<file path="src/rtl/piecewise_linear_gauge_map_unit_defines.svh">
// assertion macros shared by the gauge map rtl
`ifndef PIECEWISE_LINEAR_GAUGE_MAP_UNIT_DEFINES_SVH
`define PIECEWISE_LINEAR_GAUGE_MAP_UNIT_DEFINES_SVH

// same-cycle implication, sampled on clk, off during rst
`define PLGM_ASSERT_IMP(lbl, ante, cons) \
  lbl: assert property (@(posedge clk) disable iff (rst) (ante) |-> (cons)) \
    else $error("plgm assertion failed");

// next-cycle implication, sampled on clk, off during rst
`define PLGM_ASSERT_NXT(lbl, ante, cons) \
  lbl: assert property (@(posedge clk) disable iff (rst) (ante) |=> (cons)) \
    else $error("plgm assertion failed");

`endif

</file>
<file path="src/rtl/plgm_pkg.sv">
// types, constants and the divider step shared by the gauge map modules
package plgm_pkg;

  localparam int BYTE_W       = 8;
  localparam int PAIR_COUNT_W = 4;
  localparam int CFG_INDEX_W  = 3;
  localparam int CFG_DATA_W   = 64;
  localparam int TENTHS_W     = 4;
  localparam int OUT_TDATA_W  = 16;
  localparam int OUT_PAD_W    = OUT_TDATA_W - BYTE_W - TENTHS_W;
  localparam int SLOPE_W      = BYTE_W + 1;
  localparam int PROD_W       = 2 * SLOPE_W;

  // dividend and quotient of the shared restoring divider
  localparam int DIV_W     = 20;
  localparam int DIV_STEPS = 12;

  // q / 10 as (q * 6554) >> 16, exact for q below 4096
  localparam int                RECIP_W     = 13;
  localparam logic [RECIP_W-1:0] DIV10_RECIP = 13'd6554;
  localparam int                DIV10_SHIFT = 16;

  localparam int QUEUE_DEPTH = 4;
  localparam int QPTR_W      = $clog2(QUEUE_DEPTH);

  typedef enum logic {
    OP_FORWARD = 1'b0,
    OP_INVERSE = 1'b1
  } op_t;

  typedef enum logic [CFG_INDEX_W-1:0] {
    REG_TABLE_VALUES = 3'd0,
    REG_TABLE_DUTIES = 3'd1,
    REG_PAIR_COUNT   = 3'd2,
    REG_MIN_VALUE    = 3'd3,
    REG_MAX_VALUE    = 3'd4
  } reg_idx_t;

  // result = (base * span + offset * slope) / span, scaled by ten for inverse
  typedef struct packed {
    op_t                       op;
    logic [BYTE_W-1:0]         base;
    logic [BYTE_W-1:0]         span;
    logic [BYTE_W-1:0]         offset;
    logic signed [SLOPE_W-1:0] slope;
  } fr_item_t;

  // one restoring step: remainder in the top byte, quotient shifts in at the bottom
  function automatic logic [DIV_W-1:0] div_step(input logic [DIV_W-1:0] w,
                                                 input logic [BYTE_W-1:0] den);
    logic [BYTE_W:0] trial;
    logic [BYTE_W:0] diff;
    logic            ge;
    trial = w[DIV_W-1 -: BYTE_W+1];
    diff  = trial - {1'b0, den};
    ge    = (trial >= {1'b0, den});
    return {(ge ? diff[BYTE_W-1:0] : trial[BYTE_W-1:0]), w[DIV_W-BYTE_W-2:0], ge};
  endfunction

endpackage

</file>
<file path="src/rtl/plgm_queue.sv">
// short request queue between the classifying front and the arithmetic back
`include "piecewise_linear_gauge_map_unit_defines.svh"

module plgm_queue import plgm_pkg::*; (
  input  logic     clk,
  input  logic     rst,
  input  logic     push_valid,
  output logic     push_ready,
  input  fr_item_t push_item,
  output logic     pop_valid,
  input  logic     pop_ready,
  output fr_item_t pop_item
);

  localparam int QCW = QPTR_W + 1;

  fr_item_t          entries [QUEUE_DEPTH];
  logic [QPTR_W-1:0] wr_ptr;
  logic [QPTR_W-1:0] rd_ptr;
  logic [QCW-1:0]    count;
  logic              push;
  logic              pop;

  assign push_ready = (count != QCW'(QUEUE_DEPTH));
  assign pop_valid  = (count != '0);
  assign push       = push_valid && push_ready;
  assign pop        = pop_valid && pop_ready;
  assign pop_item   = entries[rd_ptr];

  always_ff @(posedge clk) begin
    if (rst) begin
      wr_ptr <= '0;
      rd_ptr <= '0;
      count  <= '0;
    end else begin
      if (push) wr_ptr <= wr_ptr + QPTR_W'(1);
      if (pop) rd_ptr <= rd_ptr + QPTR_W'(1);
      if (push && !pop) count <= count + QCW'(1);
      else if (pop && !push) count <= count - QCW'(1);
    end
  end

  always_ff @(posedge clk) begin
    if (push) entries[wr_ptr] <= push_item;
  end

  `PLGM_ASSERT_NXT(a_q_count_up, push && !pop, count == $past(count) + QCW'(1))
  `PLGM_ASSERT_NXT(a_q_count_down, pop && !push, count == $past(count) - QCW'(1))
  `PLGM_ASSERT_IMP(a_q_ptr_match, count == '0 || count == QCW'(QUEUE_DEPTH), wr_ptr == rd_ptr)

endmodule

</file>
<file path="src/rtl/plgm_front.sv">
// config registers, clamp, segment search and operand set-up for each request
module plgm_front import plgm_pkg::*; #(
  parameter int TABLE_PAIRS = 8
) (
  input  logic                   clk,
  input  logic                   rst,
  input  logic                   cfg_valid,
  output logic                   cfg_ready,
  input  logic [CFG_INDEX_W-1:0] cfg_index,
  input  logic [CFG_DATA_W-1:0]  cfg_data,
  input  logic                   s_axis_tvalid,
  output logic                   s_axis_tready,
  input  logic [BYTE_W-1:0]      s_axis_tdata,
  input  logic                   s_axis_tuser,
  output logic                   push_valid,
  input  logic                   push_ready,
  output fr_item_t               push_item
);

  localparam int KW = $clog2(TABLE_PAIRS);
  localparam int TW = TABLE_PAIRS * BYTE_W;
  localparam logic [PAIR_COUNT_W-1:0] PAIRS_MAX = PAIR_COUNT_W'(TABLE_PAIRS);

  logic [TW-1:0]           table_values;
  logic [TW-1:0]           table_duties;
  logic [PAIR_COUNT_W-1:0] pair_count;
  logic [BYTE_W-1:0]       min_value;
  logic [BYTE_W-1:0]       max_value;

  logic [BYTE_W-1:0]       vals   [TABLE_PAIRS];
  logic [BYTE_W-1:0]       duties [TABLE_PAIRS];
  logic [PAIR_COUNT_W-1:0] n_used;
  logic [PAIR_COUNT_W-1:0] n_last;
  op_t                     op;
  logic [BYTE_W-1:0]       lo;
  logic [BYTE_W-1:0]       hi;
  logic [BYTE_W-1:0]       xc;
  logic [TABLE_PAIRS-1:0]  match;
  logic [KW-1:0]           sel;
  logic [KW-1:0]           sel_prev;
  logic                    found;
  logic [BYTE_W-1:0]       vi, vp, di, dp;
  fr_item_t                item_next;
  logic                    accept;

  // config registers
  assign cfg_ready = 1'b1;

  always_ff @(posedge clk) begin
    if (rst) begin
      table_values <= '0;
      table_duties <= '0;
      pair_count   <= PAIR_COUNT_W'(1);
      min_value    <= '0;
      max_value    <= '1;
    end else if (cfg_valid && cfg_ready) begin
      unique case (reg_idx_t'(cfg_index))
        REG_TABLE_VALUES: table_values <= cfg_data[TW-1:0];
        REG_TABLE_DUTIES: table_duties <= cfg_data[TW-1:0];
        REG_PAIR_COUNT:   pair_count   <= cfg_data[PAIR_COUNT_W-1:0];
        REG_MIN_VALUE:    min_value    <= cfg_data[BYTE_W-1:0];
        REG_MAX_VALUE:    max_value    <= cfg_data[BYTE_W-1:0];
        default: ;
      endcase
    end
  end

  for (genvar k = 0; k < TABLE_PAIRS; k++) begin : g_pair
    assign vals[k]   = table_values[k*BYTE_W +: BYTE_W];
    assign duties[k] = table_duties[k*BYTE_W +: BYTE_W];
  end

  always_comb begin
    n_used = pair_count;
    if (pair_count == '0) n_used = PAIR_COUNT_W'(1);
    else if (pair_count > PAIRS_MAX) n_used = PAIRS_MAX;
  end

  assign n_last = n_used - PAIR_COUNT_W'(1);
  assign op     = op_t'(s_axis_tuser);

  // raise to lo first, then lower to hi
  always_comb begin
    if (op == OP_FORWARD) begin
      lo = min_value;
      hi = max_value;
    end else begin
      lo = duties[0];
      hi = duties[n_last[KW-1:0]];
    end
    xc = s_axis_tdata;
    if (xc < lo) xc = lo;
    if (xc > hi) xc = hi;
  end

  // first pair whose key is not below the clamped operand
  always_comb begin
    for (int k = 0; k < TABLE_PAIRS; k++) begin
      match[k] = (PAIR_COUNT_W'(k) < n_used) &&
                 (xc <= ((op == OP_FORWARD) ? vals[k] : duties[k]));
    end
    sel   = '0;
    found = 1'b0;
    for (int k = TABLE_PAIRS - 1; k >= 0; k--) begin
      if (match[k]) begin
        sel   = KW'(k);
        found = 1'b1;
      end
    end
  end

  assign sel_prev = sel - KW'(1);
  assign vi = vals[sel];
  assign vp = vals[sel_prev];
  assign di = duties[sel];
  assign dp = duties[sel_prev];

  // pass-through cases use a span of one and no slope
  always_comb begin
    item_next.op     = op;
    item_next.base   = '0;
    item_next.span   = BYTE_W'(1);
    item_next.offset = '0;
    item_next.slope  = '0;
    if (!found) begin
      item_next.base = (op == OP_FORWARD) ? xc : '0;
    end else if (sel == '0) begin
      item_next.base = (op == OP_FORWARD) ? di : vi;
    end else if (op == OP_FORWARD) begin
      item_next.base   = di;
      item_next.span   = vi - vp;
      item_next.offset = vi - xc;
      item_next.slope  = $signed({1'b0, dp}) - $signed({1'b0, di});
    end else begin
      item_next.base   = vp;
      item_next.span   = di - dp;
      item_next.offset = xc - dp;
      item_next.slope  = $signed({1'b0, vi}) - $signed({1'b0, vp});
    end
  end

  assign s_axis_tready = !push_valid || push_ready;
  assign accept        = s_axis_tvalid && s_axis_tready;

  always_ff @(posedge clk) begin
    if (rst) begin
      push_valid <= 1'b0;
    end else begin
      push_valid <= accept || (push_valid && !push_ready);
    end
  end

  always_ff @(posedge clk) begin
    if (accept) push_item <= item_next;
  end

endmodule

</file>
<file path="src/rtl/plgm_back.sv">
// products, pipelined divider and tenths split for queued requests
`include "piecewise_linear_gauge_map_unit_defines.svh"

module plgm_back import plgm_pkg::*; (
  input  logic                clk,
  input  logic                rst,
  input  logic                pop_valid,
  output logic                pop_ready,
  input  fr_item_t            pop_item,
  output logic                m_axis_tvalid,
  input  logic                m_axis_tready,
  output logic [BYTE_W-1:0]   out_mapped,
  output logic [TENTHS_W-1:0] out_tenths
);

  logic adv;

  logic                     m1_valid;
  op_t                      m1_op;
  logic [2*BYTE_W-1:0]      m1_pl;
  logic signed [PROD_W-1:0] m1_ms;
  logic [BYTE_W-1:0]        m1_den;
  logic signed [PROD_W-1:0] sum;
  logic [DIV_W-1:0]         dividend_next;

  logic [DIV_STEPS:0]       st_valid;
  op_t                      st_op  [DIV_STEPS+1];
  logic [DIV_W-1:0]         st_w   [DIV_STEPS+1];
  logic [BYTE_W-1:0]        st_den [DIV_STEPS+1];

  logic [DIV_STEPS-1:0]          q;
  logic [DIV_STEPS+RECIP_W-1:0]  q_prod;
  logic                          r_valid;
  op_t                           r_op;
  logic [DIV_STEPS-1:0]          r_q;
  logic [BYTE_W-1:0]             r_qd;
  logic [DIV_STEPS-1:0]          r_rest;

  assign adv       = !m_axis_tvalid || m_axis_tready;
  assign pop_ready = adv;

  always_ff @(posedge clk) begin
    if (rst) begin
      m1_valid      <= 1'b0;
      st_valid      <= '0;
      r_valid       <= 1'b0;
      m_axis_tvalid <= 1'b0;
    end else if (adv) begin
      m1_valid      <= pop_valid;
      st_valid      <= {st_valid[DIV_STEPS-1:0], m1_valid};
      r_valid       <= st_valid[DIV_STEPS];
      m_axis_tvalid <= r_valid;
    end
  end

  // products
  always_ff @(posedge clk) begin
    if (adv) begin
      m1_op  <= pop_item.op;
      m1_pl  <= {{BYTE_W{1'b0}}, pop_item.base} * {{BYTE_W{1'b0}}, pop_item.span};
      m1_ms  <= $signed({{(PROD_W-BYTE_W){1'b0}}, pop_item.offset}) *
                $signed({{(PROD_W-SLOPE_W){pop_item.slope[SLOPE_W-1]}}, pop_item.slope});
      m1_den <= pop_item.span;
    end
  end

  // dividend, ten times the numerator for inverse
  assign sum = $signed({{(PROD_W-2*BYTE_W){1'b0}}, m1_pl}) + m1_ms;

  always_comb begin
    if (m1_op == OP_FORWARD) begin
      dividend_next = {3'b000, sum[16:0]};
    end else begin
      dividend_next = {1'b0, sum[15:0], 3'b000} + {3'b000, sum[15:0], 1'b0};
    end
  end

  always_ff @(posedge clk) begin
    if (adv) begin
      st_op[0]  <= m1_op;
      st_w[0]   <= dividend_next;
      st_den[0] <= m1_den;
    end
  end

  for (genvar i = 1; i <= DIV_STEPS; i++) begin : g_div
    always_ff @(posedge clk) begin
      if (adv) begin
        st_op[i]  <= st_op[i-1];
        st_w[i]   <= div_step(st_w[i-1], st_den[i-1]);
        st_den[i] <= st_den[i-1];
      end
    end
  end

  // quotient split into integer and tenths
  assign q      = st_w[DIV_STEPS][DIV_STEPS-1:0];
  assign q_prod = {{RECIP_W{1'b0}}, q} * {{DIV_STEPS{1'b0}}, DIV10_RECIP};

  always_ff @(posedge clk) begin
    if (adv) begin
      r_op <= st_op[DIV_STEPS];
      r_q  <= q;
      r_qd <= q_prod[DIV10_SHIFT +: BYTE_W];
    end
  end

  assign r_rest = r_q - ({1'b0, r_qd, 3'b000} + {3'b000, r_qd, 1'b0});

  always_ff @(posedge clk) begin
    if (adv) begin
      if (r_op == OP_FORWARD) begin
        out_mapped <= r_q[BYTE_W-1:0];
        out_tenths <= '0;
      end else begin
        out_mapped <= r_qd;
        out_tenths <= r_rest[TENTHS_W-1:0];
      end
    end
  end

  `PLGM_ASSERT_IMP(a_div_den_nonzero, st_valid[0], st_den[0] != '0)
  `PLGM_ASSERT_IMP(a_div_fits, st_valid[0], st_w[0][DIV_W-1 -: BYTE_W] < st_den[0])
  `PLGM_ASSERT_IMP(a_out_tenths_digit, m_axis_tvalid, out_tenths <= TENTHS_W'(9))

endmodule

</file>
<file path="src/rtl/piecewise_linear_gauge_map_unit.sv">
// top level of the piecewise-linear gauge map
//
// channel   | dir | handshake                     | payload
// ----------+-----+-------------------------------+------------------------------------
// cfg       | in  | cfg_valid / cfg_ready         | cfg_index, cfg_data
// s_axis    | in  | s_axis_tvalid / s_axis_tready | tdata operand, tuser operation
// m_axis    | out | m_axis_tvalid / m_axis_tready | tdata mapped, tenths
//
// one request per cycle sustained while m_axis is not stalled, set by the 12-stage restoring divider
// path: front register, queue, products, dividend register, divider stages, tenths split, output
// a four-entry queue lets the front keep accepting while the output stalls, until the queue fills
// reset needs no clearing pass; cfg_ready is always high
module piecewise_linear_gauge_map_unit import plgm_pkg::*; #(
  parameter int TABLE_PAIRS = 8
) (
  input  logic                   clk,
  input  logic                   rst,
  input  logic                   cfg_valid,
  output logic                   cfg_ready,
  input  logic [CFG_INDEX_W-1:0] cfg_index,
  input  logic [CFG_DATA_W-1:0]  cfg_data,
  input  logic                   s_axis_tvalid,
  output logic                   s_axis_tready,
  input  logic [BYTE_W-1:0]      s_axis_tdata,  // operand
  input  logic                   s_axis_tuser,  // operation
  output logic                   m_axis_tvalid,
  input  logic                   m_axis_tready,
  output logic [OUT_TDATA_W-1:0] m_axis_tdata   // mapped, tenths, zero pad
);

  logic                push_valid;
  logic                push_ready;
  fr_item_t            push_item;
  logic                pop_valid;
  logic                pop_ready;
  fr_item_t            pop_item;
  logic [BYTE_W-1:0]   out_mapped;
  logic [TENTHS_W-1:0] out_tenths;

  plgm_front #(
    .TABLE_PAIRS(TABLE_PAIRS)
  ) u_front (
    .clk           (clk),
    .rst           (rst),
    .cfg_valid     (cfg_valid),
    .cfg_ready     (cfg_ready),
    .cfg_index     (cfg_index),
    .cfg_data      (cfg_data),
    .s_axis_tvalid (s_axis_tvalid),
    .s_axis_tready (s_axis_tready),
    .s_axis_tdata  (s_axis_tdata),
    .s_axis_tuser  (s_axis_tuser),
    .push_valid    (push_valid),
    .push_ready    (push_ready),
    .push_item     (push_item)
  );

  plgm_queue u_queue (
    .clk        (clk),
    .rst        (rst),
    .push_valid (push_valid),
    .push_ready (push_ready),
    .push_item  (push_item),
    .pop_valid  (pop_valid),
    .pop_ready  (pop_ready),
    .pop_item   (pop_item)
  );

  plgm_back u_back (
    .clk           (clk),
    .rst           (rst),
    .pop_valid     (pop_valid),
    .pop_ready     (pop_ready),
    .pop_item      (pop_item),
    .m_axis_tvalid (m_axis_tvalid),
    .m_axis_tready (m_axis_tready),
    .out_mapped    (out_mapped),
    .out_tenths    (out_tenths)
  );

  assign m_axis_tdata = {{OUT_PAD_W{1'b0}}, out_tenths, out_mapped};

endmodule

</file>
<file path="config.mk">
export PLATFORM = sky130hd
export DESIGN_NAME = piecewise_linear_gauge_map_unit
export DESIGN_NICKNAME = d
export VERILOG_FILES = /design/src/rtl/plgm_pkg.sv /design/src/rtl/plgm_queue.sv /design/src/rtl/plgm_front.sv /design/src/rtl/plgm_back.sv /design/src/rtl/piecewise_linear_gauge_map_unit.sv
export VERILOG_INCLUDE_DIRS = /design/src /design/src/rtl
export SDC_FILE = /design/constraint.sdc
export NUM_CORES = 2
export LEC_CHECK = 0
export BUFFER_PORTS_ARGS = -buffer_cell sky130_fd_sc_hd__buf_2
export CORE_MARGIN = 1
export CORE_UTILIZATION = 52
export CTS_CLUSTER_DIAMETER = 80
export DETAILED_ROUTE_END_ITERATION = 7
export GPL_ROUTABILITY_DRIVEN = 1
export HOLD_SLACK_MARGIN = 0.02
export PLACE_DENSITY = 0.76
export SKIP_LAST_GASP = 1
export SLEW_MARGIN = 20
export SYNTH_ARGS = -nofsm -noshare
export SYNTH_HDL_FRONTEND = slang
export SYNTH_SLANG_ARGS = --single-unit
export TNS_END_PERCENT = 10
</file>
<file path="constraint.sdc">
create_clock -name clk -period 27.3 [get_ports clk]
set_input_delay 8.19 -clock clk [delete_from_list [all_inputs] [get_ports clk]]
set_output_delay 8.19 -clock clk [all_outputs]
set_load 0.05 [all_outputs]
</file>
After elaboration in Yosys (flattened, before gate mapping)
Memory sizes are Yosys's and may differ from the RTL's. A register that Yosys moved wholly into a read port is not among the register bits.
Cells that the tools add are included.

word-level totals
  memory bits (writable) = 513
  memories = 4
  input port bits = 81
  register bits = 276

operators by class
  eq/ne operators = 5
  mux-type cells = 72
  reductions and logical operators = 33
  bitwise operators = 4
  magnitude comparators = 34
  add/subtract/negate cells = 28
  $mul = 3

memories
  name             words  bits a word  read ports  clocked after memory_dff  wr ports  line              RTL
  u_back.st_w      13     20           13          0                         13        plgm_back.sv:28   logic [DIV_W-1:0] st_w [DIV_STEPS+1];
  u_queue.entries  4      34           1           1                         1         plgm_queue.sv:17  fr_item_t entries [QUEUE_DEPTH];
  u_back.st_den    13     8            12          0                         13        plgm_back.sv:29   logic [BYTE_W-1:0] st_den [DIV_STEPS+1];
  u_back.st_op     13     1            13          1                         13        plgm_back.sv:27   op_t st_op [DIV_STEPS+1];

operators with widths
  operator                                                                number
  8-bit 2-to-1 mux                                                        39
  8-bit subtractor                                                        16
  8-bit binary-select mux with 3-bit select                               5
  9-bit by 8-bit greater-or-equal comparator with 1-bit output            12
  8-bit <= comparator                                                     8
  33-bit 2-to-1 mux                                                       1
  3-bit 2-to-1 mux                                                        10
  12-bit by 12-bit multiplier with 23-bit output (second input constant)  1
  19-bit by 17-bit adder with 20-bit output                               1
  20-bit 2-to-1 mux                                                       1
  8-bit by 8-bit subtractor with 9-bit output                             2
  17-bit adder                                                            1
  9-bit by 9-bit multiplier with 17-bit output                            1
  3-bit by 4-bit < comparator with 1-bit output (first input constant)    4
  8-bit by 8-bit multiplier with 16-bit output                            1
  1-bit logical AND                                                       14
  4-bit greater-or-equal comparator (second input constant)               3
  1-bit 2-to-1 mux                                                        12
  3-bit NOT with 4-bit output                                             3
  2-bit AND reduction                                                     5
  3-bit by 1-bit subtractor with 3-bit output (second input constant)     3
  8-bit greater-than comparator                                           1
  1-bit by 4-bit < comparator with 1-bit output (first input constant)    2
  2-bit by 4-bit < comparator with 1-bit output (first input constant)    2
  other kinds (20)                                                        31

Longest topological paths before layout
  depth after elaboration = 30
  gate-level depth with buffers = 52
  mapped depth without buffers = 44

Cells and area by module
From an unflattened synthesis, not the netlist that was laid out.

unflattened totals
  cells, all modules = 4327
  area, all modules = 47986.0 um^2

by module, submodules not included
  module                           cells an instance  times used  area an instance (um^2)
  plgm_back                        2452               1           28339.7
  plgm_front                       1644               1           14192.4
  plgm_queue                       226                1           5420.2
  piecewise_linear_gauge_map_unit  5                  1           33.8

Worst setup path before layout
No wires, ideal clock.

  kind = input to register
  from = input port m_axis_tready
  to = register u_back.m1_den[0], enable pin
  buffers on the path = 2
  required time = 26.336 ns
  arrival = 20.351 ns
  setup time = 0.964 ns
  path slack = 5.985 ns
  cell stages on the path = 4
  path through = nor2b_1 > clkbuf_1 > inv_1 > clkbuf_1

on the way
  longest elaborated chain between the ends = 1

ends and longest elaborated chain
  what                    line                                   RTL
  start: declaration      piecewise_linear_gauge_map_unit.sv:27  input logic m_axis_tready,
  1-bit logical OR        plgm_back.sv:39                        assign adv = !m_axis_tvalid || m_axis_tready;
  end signal: assignment  plgm_back.sv:63                        m1_den <= pop_item.span;
  end: declaration        plgm_back.sv:22                        logic [BYTE_W-1:0] m1_den;

Every way passes these cells.
A chain may end at the register's enable or synchronous reset.

Worst setup path after layout
  from = input port s_axis_tuser
  to = register u_front.push_item[8] (netlist name)

on the way
  longest elaborated chain between the ends = 22

ends and longest elaborated chain
  what                                                            line                                   RTL
  start: declaration                                              piecewise_linear_gauge_map_unit.sv:25  input logic s_axis_tuser,
  8-bit 2-to-1 mux                                                plgm_front.sv:84                       if (op == OP_FORWARD) begin
  8-bit < comparator                                              plgm_front.sv:92                       if (xc < lo) xc = lo;
  8-bit 2-to-1 mux                                                plgm_front.sv:92
  8-bit greater-than comparator                                   plgm_front.sv:93                       if (xc > hi) xc = hi;
  8-bit 2-to-1 mux                                                plgm_front.sv:93
  8-bit <= comparator                                             plgm_front.sv:100                      (xc <= ((op == OP_FORWARD) ? vals[k] : duties[k]));
  1-bit logical AND                                               plgm_front.sv:99                       match[k] = (PAIR_COUNT_W'(k) < n_used) &&
  3-bit 2-to-1 mux (8 in series)                                  plgm_front.sv:105                      if (match[k]) begin
  3-bit by 1-bit subtractor with 3-bit output                     plgm_front.sv:112                      assign sel_prev = sel - KW'(1);
  3-bit NOT with 4-bit output (implied by the code)               plgm_front.sv:114, plgm_front.sv:116
  8-bit binary-select mux with 3-bit select (on tied branches)    plgm_front.sv:116, plgm_front.sv:114
  8-bit 2-to-1 mux (on tied branches) (2 in series)               plgm_front.sv:116, plgm_front.sv:114
  8-bit by 8-bit subtractor with 9-bit output (on tied branches)  plgm_front.sv:133, plgm_front.sv:138
  33-bit 2-to-1 mux                                               plgm_front.sv:129                      end else if (op == OP_FORWARD) begin

Parallel ways exist; a longest one is shown, timed or not. The select of a mux whose other input is x is not followed.

==> results.md <==
- RD Place Congestion: 0.990
- Slew @ Worst Pin: 1210 ps
- Most frequent cells in the layout: edfxtp_1 (602), nand2_1 (591), ha_1 (417)
- FMAX: 0.0515 GHz
- GR Util All Layers: 22.6%
- Crit path DAT: 19880 ps
- Core ar.: 87200 sq um
- Crit. End Element: register
- Synth warnings: 0
- GRT Residual Overflow: 0
- Post-Route WL: 101 mm
- Max cap viols: 0
- Vias per cell: 5.63
- CTS tree: built
- Startpoint types: primary input
- Clk buf depth: 3
- H-tree Lvls: 3
- Die Area: 89700 sq um
- Post-CTS Hold Fix Bufs: 0
- # DRC: 0
- Vias: 30400
- Slew Limit Fails: 0
- Site Rows: 108
- Combined flip-flop and latch cell area: between 20000 and 25000 sq um
- Layout cells sized above 1: between 9 and 10%
- Syn Inst Count: 4106
- Crit-path max cell delay: between 600 and 700 ps
- Tcrit/Tclk final: 71.1%
- Initial DRT Pass Iterations: 6
- Worst-path maximum fanout: 50
- Mean Syn Cell Area: approximately 11 sq um
- Final setup TNS: 0 ps
- Num CTS Buffers: 83
- Crit-path slowest cell: buf_4
- Resize count post-CTS: 0
- Largest net degree at the start of global routing: 143
- Final Skew: 41.3 ps
- Clk_lat worst skew: 670 ps
- Post-layout min period: around 19000 ps
- Most frequent cell on the critical path: ha_1
- Clk root buf: clkbuf_16
- Post-CTS Setup Bufs: 0
- Vias in the first global route: 30300
- Final setup fails: 0
- RSZ-0062 raised after global routing: false
- Die span in x: about 300 um
- Mapped cell area: around 46000 sq um
- Main synth FF type: edfxtp_1
- Seq cells post-synth: 776
- Layout area overhead: 9.93%
- Delay-heaviest family, CP: compound AO/OA/AOI/OAI gates
- Final instance area: slightly above 50000 sq um
- IO buf count: between 90 and 100
- Slew headroom: a little under a fifth
- Seq/Total Area, Yosys: 46.8%
- Synth async-reset ratio: 0%
- WS Path Type: in2reg
- DR iter-0 viols: 2064
- Final ANT Viol Nets: 0
- Status: finished, final reports clean
- Synth cell types: 85
- Multi-input logic area: approximately 22000 sq um
- Min-delay worst type: reg2reg
- Post-DP HPWL: 73.8 mm
- Routed len/inst: between 15 and 20 um
- Crit path buf inv count: 9
- Layout net count: 4811
- Initial antenna violation count: 6
- Commonest non-fill, non-tap cell in the layout: edfxtp_1
- First-pass GRT wire length: 161 mm
- Fill count: between 6000 and 7000
- Post-layout util: 58.1%
- Die Ht: 300 um
- Worst Path Required: 27760 ps
- TritonCTS Sinks: approximately 780
- Starting Density: 52.8%
- Post-synth EDFFs: roughly 600
- Final Hold Fails: 0
- Clk slew on worst S/H paths: 60 ps
- IO Pins: 100
- Placed inst area: around 48000 sq um
## path summary, 6_finish.rpt
check,to,startpoint,slack [ps],cells past startpoint
max,u_front.push_item[8]$_SDFFCE_PP0P_,s_axis_tuser,7880,45
min,u_back.st_w[1][43]$_DFFE_PN_,u_back.st_w[1][22]$_DFFE_PN_,390,0
max reg2reg,u_front.push_item[8]$_SDFFCE_PP0P_,u_front.pair_count[1]$_SDFFE_PP0P_,15250,43
min reg2reg,u_back.st_w[1][43]$_DFFE_PN_,u_back.st_w[1][22]$_DFFE_PN_,390,0
## worst reg2reg max path, delay by kind of cell, from the launching register on
kind,cells,cell delay (ps)
buffers and inverters,10,2810
and+or+nand+nor,8,1240
AOI/OAI and AO/OA,14,2730
adders and majority gates,5,2190
DFF,1,580
muxes,6,2330
## layout make-up
type / count / area share [%]
Antenna cell: 1 / 0.00495
Clock buffer: 103 / 4.34
Clock inverter: 51 / 1.40
Inverter: 387 / 2.89
Multi-Input combinational cell: 2802 / 44.4
Sequential cell: 776 / 42.6
Tap cell: 1155 / 2.86
Timing Repair Buffer: 127 / 1.47
## kinds of logic after synthesis
family                   synth area share (%)
AO/OA/AOI/OAI                            9.85
buffers and inverters                    4.42
other                                  0.0163
XOR/XNOR                                 2.47
multiplexers                             7.69
AND/OR/NAND/NOR                          11.4
adder cells (fa/ha/maj)                  17.3
flip-flops                               46.8
## per-layer routing
layer,share of wire (%),up-vias,GRT usage [%]
li1,-,14600,-
met1,40,14800,27.0
met2,51,785,40.2
met3,5.0,231,3.73
met4,4.2,6,9.75
met5,0.046,-,0
## state kept, by name, summed over array words and instances, names as in the netlist, 4 cells and up, named ones only
register,flops
u_back.m1_ms,17
u_back.st_op,13
u_back.r_qd,8
u_back.m1_den,8
u_back.st_valid,13
u_back.r_q,8
u_front.pair_count,4
u_back.m1_pl,16
u_back.st_w,252
u_front.max_value,8
u_front.table_duties,64
u_back.st_den,96
u_front.table_values,64
u_front.push_item,34
u_back.out_mapped,8
u_front.min_value,8
u_back.out_tenths,4
u_queue.entries,136
## synth_stat cells, types with 4 or more instances
library cell	count	area (sq um)
a211oi_1	29	218
a21boi_0	16	120
a21o_1	63	473
a21oi_1	285	1430
a311oi_1	12	105
a31oi_1	11	68.8
and2_1	110	688
and3_1	8	50.1
buf_1	15	56.3
buf_2	9	45.0
buf_4	6	45.0
clkbuf_1	113	424
dfxtp_1	174	3480
edfxtp_1	602	18100
fa_1	136	2720
ha_1	417	5220
inv_1	386	1450
mux2_2	38	428
mux2i_1	138	1380
mux4_2	75	1690
nand2_1	592	2220
nand2b_1	80	500
nand3_1	30	150
nand3b_1	13	97.6
nand4_1	37	231
nor2_1	122	458
nor2b_1	69	432
nor3_1	23	115
nor4_1	4	25.0
o211a_1	12	120
o211ai_1	15	113
o21a_1	17	128
o21ai_0	172	861
o21ai_1	5	25.0
o21bai_1	17	128
o22ai_1	9	56.3
o31ai_1	30	225
or2_2	10	62.6
or3_1	8	50.1
or4_1	11	82.6
xnor2_1	78	683
xor2_1	50	438
## stage by stage
step / setup slack (ps) / cells / hold WS (ps)
6_report: 7880 / 5402 / 394
5_1_grt: 6820 / 5401 / 401
4_1_cts: 7950 / 5400 / 394
3_5_place_dp: 7330 / 5246 / 405
3_3_place_gp: 7520 / 5246 / 400
2_1_floorplan: 5980 / 4109 / 400
Power is left out: the tool's default activity adds up to more than one toggle a clock period on the data nets, which glitch-free logic cannot reach.
